[config.mk]
export PLATFORM = sky130hd
export DESIGN_NAME = nhq_cfg
export DESIGN_NICKNAME = d
export VERILOG_FILES = /design/src/rtl/nhq_pkg.sv /design/src/rtl/nhq_cfg.sv
export SDC_FILE = /design/constraint.sdc
export NUM_CORES = 1
export LEC_CHECK = 0
export BUFFER_PORTS_ARGS = -buffer_cell sky130_fd_sc_hd__buf_2
export CAP_MARGIN = 10
export CORE_MARGIN = 4
export CORE_UTILIZATION = 30
export DETAILED_ROUTE_END_ITERATION = 8
export PLACE_DENSITY_LB_ADDON = 0.25
export SYNTH_ARGS = -nofsm -noshare
export SYNTH_HDL_FRONTEND = slang
export SYNTH_SLANG_ARGS = --single-unit
[constraint.sdc]
create_clock -name clk -period 1.3 [get_ports clk]
set_input_delay 0.13 -clock clk [delete_from_list [all_inputs] [get_ports clk]]
set_output_delay 0.13 -clock clk [all_outputs]
set_load 0.005 [all_outputs]
[src/rtl/nhq_pkg.sv]
package nhq_pkg;

    // Field widths
    localparam int WORD_BITS = 24;
    localparam logic [WORD_BITS-1:0] WORD_MAX = '1;

    // Configuration port
    localparam int ADDR_BITS = 3;
    localparam logic [0:0] REG_ICE_SG = 1'b0;
    localparam logic [0:0] REG_MIN_DEPTH = 1'b1;
    localparam logic [15:0] ICE_SG_RESET = 16'd60293;
    localparam logic [23:0] MIN_DEPTH_RESET = 24'd655;

    // Arithmetic constants
    localparam logic [19:0] G_Q16 = 20'd642646;
    localparam logic [20:0] K25LN2_Q20 = 21'd1817043;
    localparam logic [16:0] ICE_ROUND = 17'd32768;
    localparam logic [19:0] Q20_ROUND = 20'd524288;
    localparam logic [3:0] C_12 = 4'd12;
    localparam logic [13:0] C_12000 = 14'd12000;
    localparam logic [14:0] C_30000 = 15'd30000;
    localparam logic [11:0] C_2718 = 12'd2718;

    // Pipeline map (stage index that produces each value)
    localparam int ST_PROD = 1;
    localparam int ST_DIFF = 2;
    localparam int ST_SCALE = 3;
    localparam int ST_NORM = 4;
    localparam int SQ_FIRST = 4;
    localparam int SQ_STEPS = 24;
    localparam int G_FIRST = 4;
    localparam int G_STEPS = 22;
    localparam int LOG_FIRST = 5;
    localparam int LOG_STEPS = 20;
    localparam int T_FIRST = 4;
    localparam int T_STEPS = 38;
    localparam int ST_LPROD = 25;
    localparam int ST_DEN = 26;
    localparam int ST_VSET = 28;
    localparam int V_FIRST = 29;
    localparam int DIV_STEPS = 24;
    localparam int ST_VEL = 53;
    localparam int ST_FSET = 54;
    localparam int F_FIRST = 55;
    localparam int ST_LIN = 55;
    localparam int ST_OUT = 79;
    localparam int NUM_STAGES = 80;

    typedef struct packed {
        logic [15:0] ice_specific_gravity;
        logic [23:0] minimum_depth;
    } cfg_t;

    typedef struct packed {
        logic [23:0]        water_depth;
        logic signed [23:0] discharge_x;
        logic signed [23:0] discharge_y;
        logic [23:0]        ice_thickness;
        logic [23:0]        bed_roughness;
    } in_t;

    typedef struct packed {
        logic signed [24:0] effective_depth;
        logic [23:0]        velocity;
        logic [23:0]        froude_number;
        logic [23:0]        shear_velocity;
    } out_t;

endpackage

[src/rtl/nhq_cfg.sv]
module nhq_cfg (
    input  logic                          clk,
    input  logic                          rst_n,
    input  logic                          psel,
    input  logic                          penable,
    input  logic                          pwrite,
    input  logic [nhq_pkg::ADDR_BITS-1:0] paddr,
    input  logic [31:0]                   pwdata,
    output logic [31:0]                   prdata,
    output logic                          pready,
    output nhq_pkg::cfg_t                 cfg
);
    import nhq_pkg::*;

    logic [15:0] sg_reg;
    logic [23:0] mind_reg;
    logic        wr_en;
    logic [0:0]  reg_idx;

    assign pready  = 1'b1;
    assign wr_en   = psel & penable & pwrite;
    assign reg_idx = paddr[2];

    // Register writes
    always_ff @(posedge clk or negedge rst_n)
    begin
        if (!rst_n)
        begin
            sg_reg   <= ICE_SG_RESET;
            mind_reg <= MIN_DEPTH_RESET;
        end
        else if (wr_en)
        begin
            case (reg_idx)
                REG_ICE_SG:    sg_reg <= pwdata[15:0];
                REG_MIN_DEPTH: mind_reg <= pwdata[23:0];
                default:       ;
            endcase
        end
    end

    // Read mux
    always_comb
    begin
        case (reg_idx)
            REG_ICE_SG:    prdata = {16'd0, sg_reg};
            REG_MIN_DEPTH: prdata = {8'd0, mind_reg};
            default:       prdata = 32'd0;
        endcase
    end

    assign cfg.ice_specific_gravity = sg_reg;
    assign cfg.minimum_depth        = mind_reg;

endmodule

==> results.toml <==
[route]
finalWirelength_mm = 4.13
drt-wirelength-per-cell_um = 13.9
drtIter0Drc = 15
vias = 1306
antenna_left = 0
remaining_drc_errors = 0
drt_pass1_iterations = 4
vias_per_cell = 4.40

[synthesis]
synth.yosys.seq_area_share_pct = 53.3
yosys.cell_types.count = 12
synth.avg_cell_area_um2 = 15.5
mappedNetlistArea_um2 = 1910
warning_count_from_the_yosys_run = 0
synthTopCellsByArea = "dfrtp_1, mux2_2, dfstp_2"
synth_cells = 123
ffs_latches_synth = 40
synth_top_area_share_pct = 32.7
synth_area_leader_cell = "dfrtp_1"

[timing]
tns_ns = 0
postLayoutSetupSlackWorst_ns = 0.0916
rsz0062_at_grt = "false"
report.final.hold_viol_count = 0
period_minus_slack_ns = 1.21
worst_pin_slew_ns = 0.514
setup_violations = 0
hold_ws_ns = 0.0739
fmax_mhz = 828
period_share_pct = 93.0
timing_max_transition_violations_final = 0
worst_slew_margin_rel_pct = 65.7
fin_skew_ns = 0

[power_and_ir_drop]
net_sw_share_pct = 27.0
clock_power_share_pct = 21.5
internal_power_mw = 2.65
netSwitchingPower_mw = 0.982
p_leak_nw = 1.29
worst_ir_drop_vdd_mv = 0.498
combinationalPowerShare_pct = 29.3
power_per_cell_area_nw_per_um2 = 1440
p_seq_share_pct = 49.2

[floorplanning]
core-area_um2 = 6060
die_w_um = 87.8
dieHeight_um = 87.8
initial_utilization_pct = 31.5
placement_rows = 28
io-pin-count = 113
dieArea_um2 = 7710

[clock_network]
clockBufferDepth = 2
tritoncts = "built"
tritoncts.num_buffers = 5
htreeDepth = 2
cts_sinks = 40
clkSlewWorstSetupHoldPaths_ns = 0.08
cts_root_buf = "clkbuf_8"
worstSkewPairLatency_ns = 0.28
post_cts_setup_driven_buffer_insertion_count = 0

[worst_setup_path]
setup.worst_path.end_class = "primary output"
worstRegToRegCells = 1
worstPathRequired_ns = 1.17
path_cells = "mux2_2 -> buf_2"
worst_path_max_delay_cell = "dfstp_2"
ff2ff_setup_slack_ns = 0.52
reg2reg_to = "sg_reg[12]"
crit-reg2reg-launch = "sg_reg[12]"
worst_setup_path_start_kind = "flip-flop"
timing.critical_path.fanout_max = 3
critical_path_class = "flip-flop to primary output"
timing.critical_path.slowest_cell_delay_ns = 0.55
cp.arrival_ns = 1.08

[hold_path]
worstHoldStart = "pwdata[22]"
worst_hold_path_type = "input port to flip-flop"
worst_hold_path.num_cells = 2
min_to = "mind_reg[22]"

[place]
dp.final_hpwl_mm = 3.11
port_buffers = 93
place_ws_ns = 0.00563
finalWeightedCongestion = 0.637

[status]
result_of_the_run = "finished, final reports clean"

[layout]
antennaDiodeCount = 0
most-common-layout-cells = "buf_2, mux2_2, dfrtp_1"
drive_gt1_share_pct = 79.7
largest_reg_flops = 24
finalNetCount = 261
mostFrequentLayoutCell = "buf_2"
area_overhead_vs_synth_pct = 32.3

[grt]
groute.usage.overall_pct = 10.5
grt_antenna_before_repair = 0
global_route_wire_length_before_repair_mm = 6.20
global_route.overflow_total = 0
grt_pass1_vias = 1234
pin_count_of_the_biggest_net_entering_global_routing = 41

[job]
timing.max_cap.violations = 0
-- cells in the mapped netlist, drive strengths merged --
cell and n:
and2 8, buf 14, clkbuf 1, conb 2, dfrtp 25, dfstp 15
mux2 56, nand4 1, nand4b 1
-- final cells by class --
cell class | instances | area [µm²]
clock buffers | 7 | 76.3
clock inverters | 1 | 5.00
fillers | 592 | 3530
multi-input cells | 75 | 797
flip-flops and latches | 40 | 1020
well taps | 75 | 93.8
repair buffers | 99 | 538
-- worst max-delay path, delay by kind of cell (launching register included) --
kind                   cells  cell delay [ns]
multiplexers               1             0.14
buffers and inverters      1             0.10
flip-flops                 1             0.55
-- cell families (layout without fill, tap and decap cells) --
logic type    after synthesis  after routing  synth area share [%]
other cells                 2              9                 0.393
mux                        56             56                  34.9
simple gates               10             10                  4.97
buf+inv                    15            107                  6.35
flops                      40             40                  53.3
-- power by group through the flow --
stage | clock network (mW) | registers, mW | logic (mW)
after CTS | 0.827 | 1.79 | 1.09
after global routing | 0.870 | 1.84 | 1.17
after detailed placement | 0 | 1.81 | 1.09
after global placement | 0 | 1.80 | 1.07
final | 0.780 | 1.79 | 1.07
after floorplan | 0 | 1.81 | 0.520
-- per-layer routing --
metal | share of wire [%] | GRT usage [%] | vias up
met3 | 11 | 3.57 | 6
met1 | 46 | 14.6 | 616
met2 | 42 | 15.3 | 71
met5 | 0 | 0 | -
met4 | 1.2 | 3.35 | 0
li1 | - | - | 613
-- metrics by stage --
stage	utilization, %	instance area [µm²]	instances	total power, mW
final	41.7	2530	297	3.63
after global routing	41.7	2530	297	3.88
after CTS	41.7	2530	297	3.71
after detailed placement	40.2	2440	288	2.89
after global placement	40.2	2440	288	2.87
after floorplan	-	1940	130	2.33
-- worst max-delay path by stage --
stage / cells after the start / end / start / slack (ns)
2_1_floorplan: 4 / sg_reg[1] / paddr[2] / 0.24
3_3_place_gp: 3 / mind_reg[20] / pwrite / 0.006
3_5_place_dp: 3 / mind_reg[12] / pwrite / 0.006
4_1_cts: 2 / prdata[14] / sg_reg[14] / 0.07
5_1_grt: 2 / prdata[14] / sg_reg[14] / 0.02
6_report: 2 / prdata[14] / sg_reg[14] / 0.09
-- timing repair --
action | CTS | global route
hold endpoints to repair | 25 | 0
hold buffers | 1 | 0
resized for setup | 0 | 0
(Power assumes the default switching activity.)
